File: config.mk
export PLATFORM = sky130hd
export DESIGN_NAME = bounded_sequence_with_longest_run_unit_flat
export DESIGN_NICKNAME = d
export VERILOG_FILES = /design/src/rtl/core/bsl_pkg.sv /design/src/rtl/core/bsl_if.sv /design/src/rtl/core/bounded_sequence_with_longest_run_unit.sv /design/src/rtl/core/bsl_ram.sv /design/src/rtl/core/bsl_run.sv /design/src/flat_wrapper.sv
export SDC_FILE = /design/constraint.sdc
export NUM_CORES = 2
export LEC_CHECK = 0
export ABC_AREA = 1
export CORE_MARGIN = 3
export CORE_UTILIZATION = 60
export DETAILED_ROUTE_END_ITERATION = 10
export DONT_BUFFER_PORTS = 1
export GPL_TIMING_DRIVEN = 0
export PLACE_DENSITY = 0.76
export SLEW_MARGIN = 25
export SYNTH_ARGS = -nofsm -noshare
export SYNTH_HDL_FRONTEND = slang
export SYNTH_HIERARCHICAL = 1
export SYNTH_SLANG_ARGS = --single-unit
File: constraint.sdc
create_clock -name clk -period 6.5 [get_ports clk]
set_input_delay 0.65 -clock clk [delete_from_list [all_inputs] [get_ports clk]]
set_output_delay 0.65 -clock clk [all_outputs]
set_load 0.01 [all_outputs]
File: src/rtl/core/bsl_pkg.sv
// Shared types and constants for the bounded sequence unit.
// Field widths, request codes and the run tracker control group.
// No dependencies; compile first.
package bsl_pkg;

  localparam int REQ_W = 3;
  localparam int POS_W = 6;
  localparam int VAL_W = 32;
  localparam int CNT_OUT_W = 6;

  localparam logic [REQ_W-1:0] REQ_APPEND  = 3'd0;
  localparam logic [REQ_W-1:0] REQ_INSERT  = 3'd1;
  localparam logic [REQ_W-1:0] REQ_REMOVE  = 3'd2;
  localparam logic [REQ_W-1:0] REQ_REPLACE = 3'd3;
  localparam logic [REQ_W-1:0] REQ_READ    = 3'd4;
  localparam logic [REQ_W-1:0] REQ_CLEAR   = 3'd5;
  localparam logic [REQ_W-1:0] REQ_RUN     = 3'd6;

  typedef struct packed {
    logic init;   // restart tracking
    logic load;   // capture the element on the read port as previous
    logic step;   // close out one element index
    logic tail;   // the index has no successor
  } run_ctl_t;

endpackage

File: src/rtl/core/bsl_if.sv
// Request and response channel interfaces for the bounded sequence unit.
// Depends on bsl_pkg for field widths.
interface bsl_req_if;
  logic                             valid;
  logic                             ready;
  logic [bsl_pkg::REQ_W-1:0]        req_type;
  logic [bsl_pkg::POS_W-1:0]        position;
  logic signed [bsl_pkg::VAL_W-1:0] value;

  modport source (output valid, output req_type, output position, output value, input ready);
  modport sink   (input valid, input req_type, input position, input value, output ready);
endinterface

interface bsl_rsp_if;
  logic                                 valid;
  logic                                 ready;
  logic signed [bsl_pkg::VAL_W-1:0]     read_value;
  logic [bsl_pkg::CNT_OUT_W-1:0]        run_start;
  logic [bsl_pkg::CNT_OUT_W-1:0]        element_count;
  logic                                 is_empty;
  logic                                 is_full;
  logic                                 status;

  modport source (output valid, output read_value, output run_start, output element_count,
                  output is_empty, output is_full, output status, input ready);
  modport sink   (input valid, input read_value, input run_start, input element_count,
                  input is_empty, input is_full, input status, output ready);
endinterface

File: src/rtl/core/bounded_sequence_with_longest_run_unit.sv
// Bounded sequence unit with longest-run query: top level.
// Depends on bsl_pkg, bsl_if (bsl_req_if, bsl_rsp_if), bsl_ram and bsl_run.
//
// Usage: one request beat on req (append, insert, remove, replace, read,
// clear, longest-run query) yields exactly one response beat on rsp, which
// carries the read value, the run start, the element count after the request,
// the empty and full flags and a reject status.
// Response timing, with p = position: append, replace, clear, rejected
//   requests, insert at the end, remove of the last element and a query of
//   an empty list: response is valid the cycle after the request beat.
//   read: S_RD_WAIT.  insert: S_INS shifts elements p and up, S_INS_PUT.
//   remove: S_REM shifts the tail.  query: S_SCAN, S_SCAN_END, S_RUN_OUT.
// The shifts and the scan walk the single read port of the element store,
// one element per cycle; the run tracker does one compare per element.
// Only one request is in work at a time; req.ready is low until it finishes.
// A finished response sits in an output register; the next request beat is
// taken in the same cycle that the waiting response beat leaves. While rsp
// is stalled the response holds and no new request is taken.
// Reset clears the element count and the control state; the store itself
// is not cleared, since entries at or above the count are never read.
module bounded_sequence_with_longest_run_unit #(
  parameter int CAPACITY = 32
) (
  input  logic          clk,
  input  logic          rst,
  bsl_req_if.sink       req,
  bsl_rsp_if.source     rsp
);

  localparam int CW = $clog2(CAPACITY + 1);
  localparam int AW = $clog2(CAPACITY);
  localparam int PW = (CW > bsl_pkg::POS_W) ? CW : bsl_pkg::POS_W;
  localparam int OW = bsl_pkg::CNT_OUT_W;
  localparam int VW = bsl_pkg::VAL_W;

  // sequencer states
  localparam logic [2:0] S_IDLE    = 3'd0;
  localparam logic [2:0] S_INS     = 3'd1;  // move one element right per cycle
  localparam logic [2:0] S_INS_PUT = 3'd2;  // drop the new value into the gap
  localparam logic [2:0] S_REM     = 3'd3;  // move one element left per cycle
  localparam logic [2:0] S_RD_WAIT = 3'd4;  // wait for registered read data
  localparam logic [2:0] S_SCAN    = 3'd5;  // stream elements into the tracker
  localparam logic [2:0] S_SCAN_END = 3'd6; // close out the last element
  localparam logic [2:0] S_RUN_OUT = 3'd7;  // present the run start

  logic [2:0]    state, state_next;
  logic [CW-1:0] count, count_next;
  logic [CW-1:0] w, w_next;        // shift write index
  logic [CW-1:0] k, k_next;        // scan index of data on the read port
  logic [CW-1:0] pos_q;
  logic [VW-1:0] val_q;

  // response register
  logic          o_valid;
  logic [VW-1:0] o_read;
  logic [OW-1:0] o_run;
  logic          o_st;

  // completion strobe and its payload
  logic          fin;
  logic [VW-1:0] fin_read;
  logic [OW-1:0] fin_run;
  logic          fin_st;

  // store ports
  logic          mem_we, mem_re;
  logic [CW-1:0] mem_wa, mem_ra;
  logic [VW-1:0] mem_wd, mem_rd;

  // run tracker
  bsl_pkg::run_ctl_t run_ctl;
  logic [CW-1:0]     run_idx;
  logic [CW-1:0]     best_start;

  logic          accept;
  logic          full;
  logic [PW-1:0] pos_x, cnt_x;
  logic [CW:0]   w_plus2, k_plus1;

  assign req.ready = (state == S_IDLE) && (!o_valid || rsp.ready);
  assign accept    = req.valid && req.ready;
  assign full      = (count == CW'(CAPACITY));
  assign pos_x     = PW'(req.position);
  assign cnt_x     = PW'(count);
  assign w_plus2   = {1'b0, w} + (CW + 1)'(2);
  assign k_plus1   = {1'b0, k} + (CW + 1)'(1);

  bsl_ram #(
    .DEPTH(CAPACITY),
    .AW   (AW)
  ) u_ram (
    .clk(clk),
    .we (mem_we),
    .wa (mem_wa[AW-1:0]),
    .wd (mem_wd),
    .re (mem_re),
    .ra (mem_ra[AW-1:0]),
    .rd (mem_rd)
  );

  bsl_run #(
    .CW(CW)
  ) u_run (
    .clk       (clk),
    .ctl       (run_ctl),
    .init_start(count),
    .idx       (run_idx),
    .data      (mem_rd),
    .best_start(best_start)
  );

  always_comb begin
    state_next = state;
    count_next = count;
    w_next     = w;
    k_next     = k;
    mem_we     = 1'b0;
    mem_wa     = w;
    mem_wd     = mem_rd;
    mem_re     = 1'b0;
    mem_ra     = w;
    fin        = 1'b0;
    fin_read   = '0;
    fin_run    = '0;
    fin_st     = 1'b0;
    run_ctl    = '0;
    run_idx    = k - CW'(1);

    case (state)
      S_IDLE: begin
        if (accept) begin
          case (req.req_type)
            bsl_pkg::REQ_APPEND: begin
              fin = 1'b1;
              if (full) begin
                fin_st = 1'b1;
              end else begin
                mem_we     = 1'b1;
                mem_wa     = count;
                mem_wd     = req.value;
                count_next = count + CW'(1);
              end
            end
            bsl_pkg::REQ_INSERT: begin
              if (full || pos_x > cnt_x) begin
                fin    = 1'b1;
                fin_st = 1'b1;
              end else if (pos_x == cnt_x) begin
                // insert at the end acts as append
                fin        = 1'b1;
                mem_we     = 1'b1;
                mem_wa     = count;
                mem_wd     = req.value;
                count_next = count + CW'(1);
              end else begin
                mem_re     = 1'b1;
                mem_ra     = count - CW'(1);
                w_next     = count;
                state_next = S_INS;
              end
            end
            bsl_pkg::REQ_REMOVE: begin
              if (pos_x >= cnt_x) begin
                fin    = 1'b1;
                fin_st = 1'b1;
              end else if (pos_x == cnt_x - PW'(1)) begin
                // last element: nothing to move
                fin        = 1'b1;
                count_next = count - CW'(1);
              end else begin
                mem_re     = 1'b1;
                mem_ra     = pos_x[CW-1:0] + CW'(1);
                w_next     = pos_x[CW-1:0];
                state_next = S_REM;
              end
            end
            bsl_pkg::REQ_REPLACE: begin
              fin = 1'b1;
              if (pos_x >= cnt_x) begin
                fin_st = 1'b1;
              end else begin
                mem_we = 1'b1;
                mem_wa = pos_x[CW-1:0];
                mem_wd = req.value;
              end
            end
            bsl_pkg::REQ_READ: begin
              if (pos_x >= cnt_x) begin
                fin    = 1'b1;
                fin_st = 1'b1;
              end else begin
                mem_re     = 1'b1;
                mem_ra     = pos_x[CW-1:0];
                state_next = S_RD_WAIT;
              end
            end
            bsl_pkg::REQ_CLEAR: begin
              fin        = 1'b1;
              count_next = '0;
            end
            bsl_pkg::REQ_RUN: begin
              if (count == '0) begin
                // empty list: run start is the count, zero
                fin = 1'b1;
              end else begin
                run_ctl.init = 1'b1;
                mem_re       = 1'b1;
                mem_ra       = '0;
                k_next       = '0;
                state_next   = S_SCAN;
              end
            end
            default: begin
              fin    = 1'b1;
              fin_st = 1'b1;
            end
          endcase
        end
      end

      S_INS: begin
        // read data is element w-1; store it one place right
        mem_we = 1'b1;
        mem_wa = w;
        mem_wd = mem_rd;
        if (w - CW'(1) > pos_q) begin
          mem_re = 1'b1;
          mem_ra = w - CW'(2);
          w_next = w - CW'(1);
        end else begin
          state_next = S_INS_PUT;
        end
      end

      S_INS_PUT: begin
        mem_we     = 1'b1;
        mem_wa     = pos_q;
        mem_wd     = val_q;
        count_next = count + CW'(1);
        fin        = 1'b1;
        state_next = S_IDLE;
      end

      S_REM: begin
        // read data is element w+1; store it one place left
        mem_we = 1'b1;
        mem_wa = w;
        mem_wd = mem_rd;
        if (w_plus2 < {1'b0, count}) begin
          mem_re = 1'b1;
          mem_ra = w_plus2[CW-1:0];
          w_next = w + CW'(1);
        end else begin
          count_next = count - CW'(1);
          fin        = 1'b1;
          state_next = S_IDLE;
        end
      end

      S_RD_WAIT: begin
        fin        = 1'b1;
        fin_read   = mem_rd;
        state_next = S_IDLE;
      end

      S_SCAN: begin
        // element k is on the read port; it decides index k-1
        run_ctl.load = 1'b1;
        run_ctl.step = (k != '0);
        run_idx      = k - CW'(1);
        if (k_plus1 < {1'b0, count}) begin
          mem_re = 1'b1;
          mem_ra = k_plus1[CW-1:0];
          k_next = k_plus1[CW-1:0];
        end else begin
          state_next = S_SCAN_END;
        end
      end

      S_SCAN_END: begin
        run_ctl.step = 1'b1;
        run_ctl.tail = 1'b1;
        run_idx      = count - CW'(1);
        state_next   = S_RUN_OUT;
      end

      S_RUN_OUT: begin
        fin        = 1'b1;
        fin_run    = OW'(best_start);
        state_next = S_IDLE;
      end

      default: begin
        state_next = S_IDLE;
      end
    endcase
  end

  always_ff @(posedge clk) begin
    if (rst) begin
      state   <= S_IDLE;
      count   <= '0;
      o_valid <= 1'b0;
    end else begin
      state <= state_next;
      count <= count_next;
      // load a finished response; otherwise drop the beat once taken
      if (fin) begin
        o_valid <= 1'b1;
      end else if (rsp.ready) begin
        o_valid <= 1'b0;
      end
    end
  end

  // payload registers: no reset
  always_ff @(posedge clk) begin
    w <= w_next;
    k <= k_next;
    if (accept) begin
      pos_q <= pos_x[CW-1:0];
      val_q <= req.value;
    end
    if (fin) begin
      o_read <= fin_read;
      o_run  <= fin_run;
      o_st   <= fin_st;
    end
  end

  // count only moves at the beat that also loads the response, so the
  // status fields can follow the count register directly
  assign rsp.valid         = o_valid;
  assign rsp.read_value    = o_read;
  assign rsp.run_start     = o_run;
  assign rsp.element_count = OW'(count);
  assign rsp.is_empty      = (count == '0);
  assign rsp.is_full       = full;
  assign rsp.status        = o_st;

endmodule

File: src/rtl/core/bsl_ram.sv
// Element store: one write port, one read port with registered data.
// Depends on bsl_pkg for the element width.
module bsl_ram #(
  parameter int DEPTH = 32,
  parameter int AW    = 5
) (
  input  logic                      clk,
  input  logic                      we,
  input  logic [AW-1:0]             wa,
  input  logic [bsl_pkg::VAL_W-1:0] wd,
  input  logic                      re,
  input  logic [AW-1:0]             ra,
  output logic [bsl_pkg::VAL_W-1:0] rd
);

  logic [bsl_pkg::VAL_W-1:0] mem [DEPTH];

  always_ff @(posedge clk) begin
    if (we) begin
      mem[wa] <= wd;
    end
    if (re) begin
      rd <= mem[ra];
    end
  end

endmodule

File: src/rtl/core/bsl_run.sv
// Longest-run tracker: one equality compare per element streamed from the store.
// Depends on bsl_pkg for run_ctl_t and the element width.
module bsl_run #(
  parameter int CW = 6
) (
  input  logic                      clk,
  input  bsl_pkg::run_ctl_t         ctl,
  input  logic [CW-1:0]             init_start,
  input  logic [CW-1:0]             idx,
  input  logic [bsl_pkg::VAL_W-1:0] data,
  output logic [CW-1:0]             best_start
);

  logic [bsl_pkg::VAL_W-1:0] prev;
  logic [CW-1:0]             cur;
  logic [CW-1:0]             best_len;
  logic                      eq;

  assign eq = !ctl.tail && (data == prev);

  always_ff @(posedge clk) begin
    if (ctl.init) begin
      cur        <= '0;
      best_len   <= '0;
      best_start <= init_start;
    end else if (ctl.step) begin
      if (eq) begin
        cur <= cur + CW'(1);
      end else begin
        // close the current run; strictly longer wins, so the earliest stays
        if (cur > best_len) begin
          best_len   <= cur;
          best_start <= idx - cur;
        end
        cur <= '0;
      end
    end
    if (ctl.load) begin
      prev <= data;
    end
  end

endmodule

File: src/flat_wrapper.sv
// flat-port wrapper written by rule: the top's interface ports become plain ports
module bounded_sequence_with_longest_run_unit_flat 
#(
  parameter int CAPACITY = 32
)
  (clk, rst, req_valid, req_req_type, req_position, req_value, req_ready, rsp_valid, rsp_read_value, rsp_run_start, rsp_element_count, rsp_is_empty, rsp_is_full, rsp_status, rsp_ready);
  bsl_req_if req_i ();
  bsl_rsp_if rsp_i ();
  input  logic clk;
  input  logic rst;
  input wire logic [$bits(req_i.valid)-1:0] req_valid;
  input wire logic [$bits(req_i.req_type)-1:0] req_req_type;
  input wire logic [$bits(req_i.position)-1:0] req_position;
  input wire logic [$bits(req_i.value)-1:0] req_value;
  output wire logic [$bits(req_i.ready)-1:0] req_ready;
  output wire logic [$bits(rsp_i.valid)-1:0] rsp_valid;
  output wire logic [$bits(rsp_i.read_value)-1:0] rsp_read_value;
  output wire logic [$bits(rsp_i.run_start)-1:0] rsp_run_start;
  output wire logic [$bits(rsp_i.element_count)-1:0] rsp_element_count;
  output wire logic [$bits(rsp_i.is_empty)-1:0] rsp_is_empty;
  output wire logic [$bits(rsp_i.is_full)-1:0] rsp_is_full;
  output wire logic [$bits(rsp_i.status)-1:0] rsp_status;
  input wire logic [$bits(rsp_i.ready)-1:0] rsp_ready;
  assign req_i.valid = req_valid;
  assign req_i.req_type = req_req_type;
  assign req_i.position = req_position;
  assign req_i.value = req_value;
  assign req_ready = req_i.ready;
  assign rsp_valid = rsp_i.valid;
  assign rsp_read_value = rsp_i.read_value;
  assign rsp_run_start = rsp_i.run_start;
  assign rsp_element_count = rsp_i.element_count;
  assign rsp_is_empty = rsp_i.is_empty;
  assign rsp_is_full = rsp_i.is_full;
  assign rsp_status = rsp_i.status;
  assign rsp_i.ready = rsp_ready;
  bounded_sequence_with_longest_run_unit #(.CAPACITY(CAPACITY)) u_core (.clk(clk), .rst(rst), .req(req_i), .rsp(rsp_i));
endmodule
; Word level (Yosys, flattened, before mapping)
; Memory sizes are Yosys's and may differ from the RTL's. A register that Yosys moved wholly into a read port is not among the register bits.
; Cells that the tools add are included.
[classes]
bitwise = 1
n_mux = 106
n_eq_ne = 39
reduce_logical = 28
magnitude_cmp = 6
add_sub_neg = 11
[op_table]
columns = operator, count
row1 = 2-to-1 mux 32 bit, 5
row2 = 2-to-1 mux 6 bit, 24
row3 = case mux 32 bit (3 select lines), 1
row4 = 2-to-1 mux 5 bit, 14
row5 = case mux 32 bit (2 select lines), 1
row6 = case mux 5 bit (4 select lines), 2
row7 = case mux 6 bit (3 select lines), 2
row8 = equality test 32 bit, 1
row9 = 2-to-1 mux 1 bit, 32
row10 = 2-to-1 mux 3 bit, 10
row11 = "!= test 3 bit, second input constant", 10
row12 = case mux 6 bit (2 select lines), 2
row13 = case mux 6 bit (4 select lines), 1
row14 = "equality test 3 bit, second input constant", 7
row15 = "adder 6 x 1 -> 6 bit, second input constant", 3
row16 = greater-than comparator 6 bit, 3
row17 = case mux 3 bit (6 select lines), 1
row18 = AND reduction 9 bit, 2
row19 = "subtractor 6 x 1 -> 6 bit, second input constant", 3
row20 = case mux 1 bit (4 select lines), 4
row21 = case mux 5 bit (3 select lines), 1
row22 = < comparator 7 x 6 -> 1 bit, 2
row23 = "equality test 3 x 2 -> 1 bit, second input constant", 4
row24 = equality test 6 bit, 2
row25 = 30 further kinds, 54
[totals]
register_bits = 149
out_inout_bits = 49
ramBits = 1024
mem_count = 1
wordCells = 206
inputBits = 45
[mem_list]
columns = name, words, word_bits, read_ports, rd_ports_with_merged_regs, wr, line_no
row1 = u_core.u_ram.mem, 32, 32, 1, 1, 1, bsl_ram.sv:16  ; logic [bsl_pkg::VAL_W-1:0] mem [DEPTH];

; Depth between registers and ports, before layout
[logic_depth]
depth_word = 8
mapped_depth = 29
mapped_depth_nobuf = 26

; Modules after synthesis
; The synthesis kept the hierarchy.
[by_module_without_submodules]
columns = module, seq_area_each_um2, area_per_inst_um2, n_inst, cells_each
row1 = bsl_ram, 31710.4, 42726.0, 1, 3536
row2 = bounded_sequence_with_longest_run_unit, 2872.8, 7208.2, 1, 945
row3 = bsl_run, 1381.3, 2701.3, 1, 314

; Least setup slack after synthesis
; Ideal clock, no wire load.
[synth_timing]
kind = register to register
start = register u_core.count[4] (netlist: u_core/rsp.element_count[4])
end = memory u_core/u_ram/mem[16][0] (netlist name) (enable)
required_ns = 6.079
synth_period_minus_slack_ns = 4.295
setup_time_ns = 0.421
arrival_ns = 3.874
path_slack_ns = 2.205
path_buffers = 0
stages_incl_launch_ff = 19
path_cell_list = dfxtp_1 inv_1 ha_1 nand2_1 nor2_1 nand3_1 nand3_1 inv_1 nand2_1 o21ai_0 nand2_1 o21ai_0 nand2_1 o21ai_0 nand2_1 nand3_1 inv_1 nand3_1 nor2_1
[synth_between]
word_cells_on_any_way = 21
cone_classes = order compare (2) / eq/ne (2) / mux (16) / reduce/logical (1)
[synth_rtl]
columns = item, line_no
row1 = from (decl), bounded_sequence_with_longest_run_unit.sv:47  ; logic [CW-1:0] count, count_next;
row2 = from (signal assigned), bounded_sequence_with_longest_run_unit.sv:306  ; count <= count_next;
row3 = greater-than comparator 6 bit (tied with other cells), bounded_sequence_with_longest_run_unit.sv:145  ; if (full || pos_x > cnt_x) begin
row4 = logical OR 1 bit or 2-to-1 mux 5 bit (tied branches), "bounded_sequence_with_longest_run_unit.sv:145, bounded_sequence_with_longest_run_unit.sv:148"
row5 = 2-to-1 mux 5 bit, bounded_sequence_with_longest_run_unit.sv:145
row6 = case mux 5 bit (3 select lines) (*), bounded_sequence_with_longest_run_unit.sv:132  ; case (req.req_type)
row7 = 2-to-1 mux 5 bit (*), bounded_sequence_with_longest_run_unit.sv:131  ; if (accept) begin
row8 = case mux 5 bit (2 select lines) (*), bounded_sequence_with_longest_run_unit.sv:129  ; case (state)
row9 = net u_core.mem_wa[2], bounded_sequence_with_longest_run_unit.sv:67  ; logic [CW-1:0] mem_wa, mem_ra;
row10 = to (decl), bsl_ram.sv:16
; Mark *: on every way through the listed nets, which the timed path passes. The rest lies on a longest branch.

; Worst setup path in the final report
[layout_timing]
start = register u_core.count[4] (netlist: u_core/rsp.element_count[4])
end = register u_core/u_ram/rd[4] (netlist name), read port of u_core.u_ram.mem, data pin
[layout_between]
elab_chain_cells = 7
word_cells_on_any_way = 32
cone_classes = add/sub (1) / order compare (4) / eq/ne (3) / mux (22) / reduce/logical (2)
[layout_lines]
columns = item, line_no
row1 = subtractor 6 x 1 -> 6 bit, bounded_sequence_with_longest_run_unit.sv:157  ; mem_ra = count - CW'(1);
row2 = equality test 6 bit, bounded_sequence_with_longest_run_unit.sv:166  ; end else if (pos_x == cnt_x - PW'(1)) begin
row3 = 2-to-1 mux 5 bit, bounded_sequence_with_longest_run_unit.sv:166
row4 = 2-to-1 mux 5 bit, bounded_sequence_with_longest_run_unit.sv:163  ; if (pos_x >= cnt_x) begin
row5 = case mux 5 bit (4 select lines), bounded_sequence_with_longest_run_unit.sv:132
row6 = 2-to-1 mux 5 bit, bounded_sequence_with_longest_run_unit.sv:131
row7 = case mux 5 bit (4 select lines) (*), bounded_sequence_with_longest_run_unit.sv:129
row8 = net u_core.mem_ra[1], bounded_sequence_with_longest_run_unit.sv:67
row9 = to (decl), bsl_ram.sv:13  ; output logic [bsl_pkg::VAL_W-1:0] rd
; Marked as above.
; A chain may end at the register's enable or synchronous reset.

==> impl_metrics.env <==
export IMPL_layout_commonest_cell="nand2_1"
export IMPL_avgSynthCellArea_um2=11.0
export IMPL_fin_skew_ns=0.0443
export IMPL_place_detailed_hpwl_um=118000
export IMPL_timing_rr_start="u_core/rsp.element_count[4]$_SDFFE_PP0P_"
export IMPL_grt_use_total=0.364
export IMPL_die_area_mm2=0.0913
export IMPL_finalMaxSlewViolations=0
export IMPL_crit_end="u_core/u_ram/rd[4]$_DFFE_PP_"
export IMPL_critPathKind="register to register"
export IMPL_grt_pass1_wl_um=239000
export IMPL_synth_compound_area_frac=0.0230
export IMPL_netlist_area_mm2=0.0526
export IMPL_maxCapViolations=0
export IMPL_min_period_ns=6.08
export IMPL_ys_ff_latch=1205
export IMPL_synthSimpleGateAreaFrac=0.228
export IMPL_postCtsHoldBufs=0
export IMPL_cts_buffer_depth=3
export IMPL_path_clk_slew_ns=0.06
export IMPL_fin_crit_sh=0.935
export IMPL_rsz0062_at_grt="no"
export IMPL_wl_um=167000
export IMPL_synthAdderAreaFrac=0.0111
export IMPL_numCtsBuffers=118
export IMPL_reg2reg_setup_slack_ns=0.42
export IMPL_clockPowerShare=0.267
export IMPL_cts_tree="done"
export IMPL_ys_types=57
export IMPL_synthesis_nets=4886
export IMPL_initial_core_util=0.611
export IMPL_p_leak_nw=23.1
export IMPL_die_width_um=302
export IMPL_std_cell_rows=107
export IMPL_viasPerCell=6.19
export IMPL_grt_overflow_total=0
export IMPL_critPathLaunchType="register"
export IMPL_synthXorXnorAreaFrac=0.00632
export IMPL_muxShareOfSynthArea=0
export IMPL_max_slew_margin_rel=0.282
export IMPL_post_drt_wl_per_cell_um=26.4
export IMPL_cts_resized_gates=0
export IMPL_clock_latency_ns=0.72
export IMPL_status="finished, final reports clean"
export IMPL_hold_class="primary input to register"
export IMPL_dp_slack_ns=0.664
export IMPL_crit_top_cell="nand2_1"
export IMPL_antenna_found_initial=7
export IMPL_ant_nets=0
export IMPL_p_comb_frac=0.333
export IMPL_irDropWorstVdd_uv=278
export IMPL_power_net_switching_mw=9.06
export IMPL_grt_pass1_vias=36700
export IMPL_p_sw_frac=0.371
export IMPL_route_detailed_drc=0
export IMPL_drive_gt1_frac=0.121
export IMPL_post_cts_buffers=0
export IMPL_final_cell_mix="nand2_1 (1763), edfxtp_1 (1183), nand3_1 (844)"
export IMPL_crit_required_ns=6.91
export IMPL_synth_top_family_by_area="simple AND/OR/NAND/NOR gates"
export IMPL_port_buffers=0
export IMPL_timing_rr_end="u_core/u_ram/rd[4]$_DFFE_PP_"
export IMPL_die_y_um=302
export IMPL_cp_max_fo=10
export IMPL_netlist_instances=4795
export IMPL_hold_viol_final=0
export IMPL_core_region_area_mm2=0.0861
export IMPL_yosysSeqAreaShare=0.683
export IMPL_p_per_area_mw_per_mm2=407
export IMPL_crit_arrival_ns=6.49
export IMPL_holdWs_ns=0.0311
export IMPL_route_vias_total=39200
export IMPL_ys_warn_count=6
export IMPL_io_pins=94
export IMPL_reg2reg_depth=25
export IMPL_htreeDepth=3
export IMPL_setup_viol=0
export IMPL_root_buffer="clkbuf_16"
export IMPL_drt_iter0_drc=5825
export IMPL_setup_ws_ns=0.420
export IMPL_area_growth_pct=13.8
export IMPL_grt_max_degree=43
export IMPL_slowest_stage="dfxtp_1"
export IMPL_globalplace_congestion=0.998
export IMPL_fin_nets=5183
export IMPL_internal_power_mw=15.3
export IMPL_worstMarginPinSlew_ns=1.08
export IMPL_seqPwrFrac=0.400
export IMPL_endpoint_kind="register"
export IMPL_critPathMaxStageDelay_ns=0.77
export IMPL_worstSetupStartpoint="u_core/rsp.element_count[4]$_SDFFE_PP0P_"
export IMPL_fmax_mhz=164
export IMPL_dr_pass1_iters=7
export IMPL_cts_num_sinks=1205
[through the flow]
stage | setup TNS, ns | util | cell area (um^2) | instances | power [mW]
6_report | 0 | 0.696 | 59900 | 6329 | 24.4
5_1_grt | 0 | 0.696 | 59900 | 6327 | 25.1
4_1_cts | 0 | 0.696 | 59900 | 6326 | 24.1
3_5_place_dp | 0 | 0.654 | 56300 | 6116 | 17.7
3_3_place_gp | -449.46 | 0.628 | 54100 | 5939 | 17.2
2_1_floorplan | 0 | - | 52600 | 4795 | 14.2
[Yosys cell counts (all sizes together)]
master   count  area [um^2]
nand2     1779         6720
edfxtp    1183        35500
nand3      848         4290
buf        213         1600
inv        206          791
nor2       174          716
o21ai       94          500
ha          45          563
clkbuf      42          159
o211ai      42          334
a21oi       40          200
xor2        30          263
dfxtp       22          440
nand4       20          125
nor3        11         65.1
o22ai       10         62.6
xnor2        8         70.1
clkinv       4         20.0
a31oi        3         33.8
a22oi        2         15.0
and2         2         12.5
nand3b       2         15.0
nor4         2         12.5
o21bai       2         15.0
or2          2         15.0
a211oi       1         7.51
a21o         1         7.51
fa           1         20.0
nor3b        1         7.51
o2111ai      1         8.76
o21a         1         7.51
o221ai       1         8.76
o31ai        1         7.51
or3          1         6.26
[power groups by stage]
stage | logic (mW) | clock network (mW) | registers, mW
after global placement | 7.12 | 0 | 10.1
after global routing | 8.53 | 6.83 | 9.77
after floorplan | 4.33 | 0 | 9.89
after CTS | 7.81 | 6.53 | 9.74
final | 8.13 | 6.51 | 9.75
after detailed placement | 7.75 | 0 | 9.91
[cell families after synthesis]
group / Yosys count
AO/OA/AOI/OAI: 199
XOR/XNOR: 38
adder cells (fa/ha/maj): 46
buffers and inverters: 465
flip-flops: 1205
AND/OR/NAND/NOR: 2842
[routing by layer]
metal,vias up,track usage,share of wire
met5,-,0,0.000078
met4,2,0.216,0.073
met3,585,0.0777,0.13
met2,3007,0.567,0.45
met1,18500,0.475,0.34
li1,17100,-,-
[worst min path at each step]
stage | slack, ns | cells after the start | endpoint | startpoint
after global placement | 0.47 | 0 | u_core/u_run/prev[31]$_DFFE_PP_ | u_core/u_ram/rd[31]$_DFFE_PP_
final | 0.03 | 1 | u_core/state[1]$_SDFFE_PP0P_ | rst
after detailed placement | 0.47 | 0 | u_core/u_run/prev[31]$_DFFE_PP_ | u_core/u_ram/rd[31]$_DFFE_PP_
after CTS | 0.002 | 1 | u_core/state[1]$_SDFFE_PP0P_ | rst
after floorplan | 0.45 | 0 | u_core/u_run/prev[1]$_DFFE_PP_ | u_core/u_ram/rd[1]$_DFFE_PP_
after global routing | 0.02 | 1 | u_core/rsp.element_count[0]$_SDFFE_PP0P_ | rst
[registers in the layout (all words and copies together), names as in the netlist]
register                  count
u_core/u_run/best_start       6
u_core/rsp.element_count      6
u_core/w                      6
u_core/u_ram/rd              32
u_core/rsp.valid              1
u_core/u_ram/mem           1024
u_core/rsp.run_start          6
u_core/u_run/prev            32
u_core/rsp.read_value        32
u_core/val_q                 32
u_core/rsp.status             1
u_core/u_run/cur              6
u_core/pos_q                  6
u_core/state                  3
u_core/u_run/best_len         6
u_core/k                      6
[worst max-delay path: cells and delay by family, from the launching register on]
kind	cells	cell delay (ns)
DFF	1	0.77
buffers and inverters	5	1.98
AOI/OAI and AO/OA	1	0.29
and+or+nand+nor	18	2.31
adders and majority gates	1	0.41
[layout make-up]
cell class | count | area, um^2
fillers | 5916 | 26200
repair buffers | 177 | 1970
flip-flops and latches | 1205 | 36000
clock inverters | 67 | 563
diodes | 3 | 7.51
well taps | 1144 | 1430
multi-input cells | 3125 | 14400
inverters | 210 | 811
clock buffers | 143 | 3070
plain buffers | 255 | 1750
Note: power is estimated with default switching activity, not from simulation.
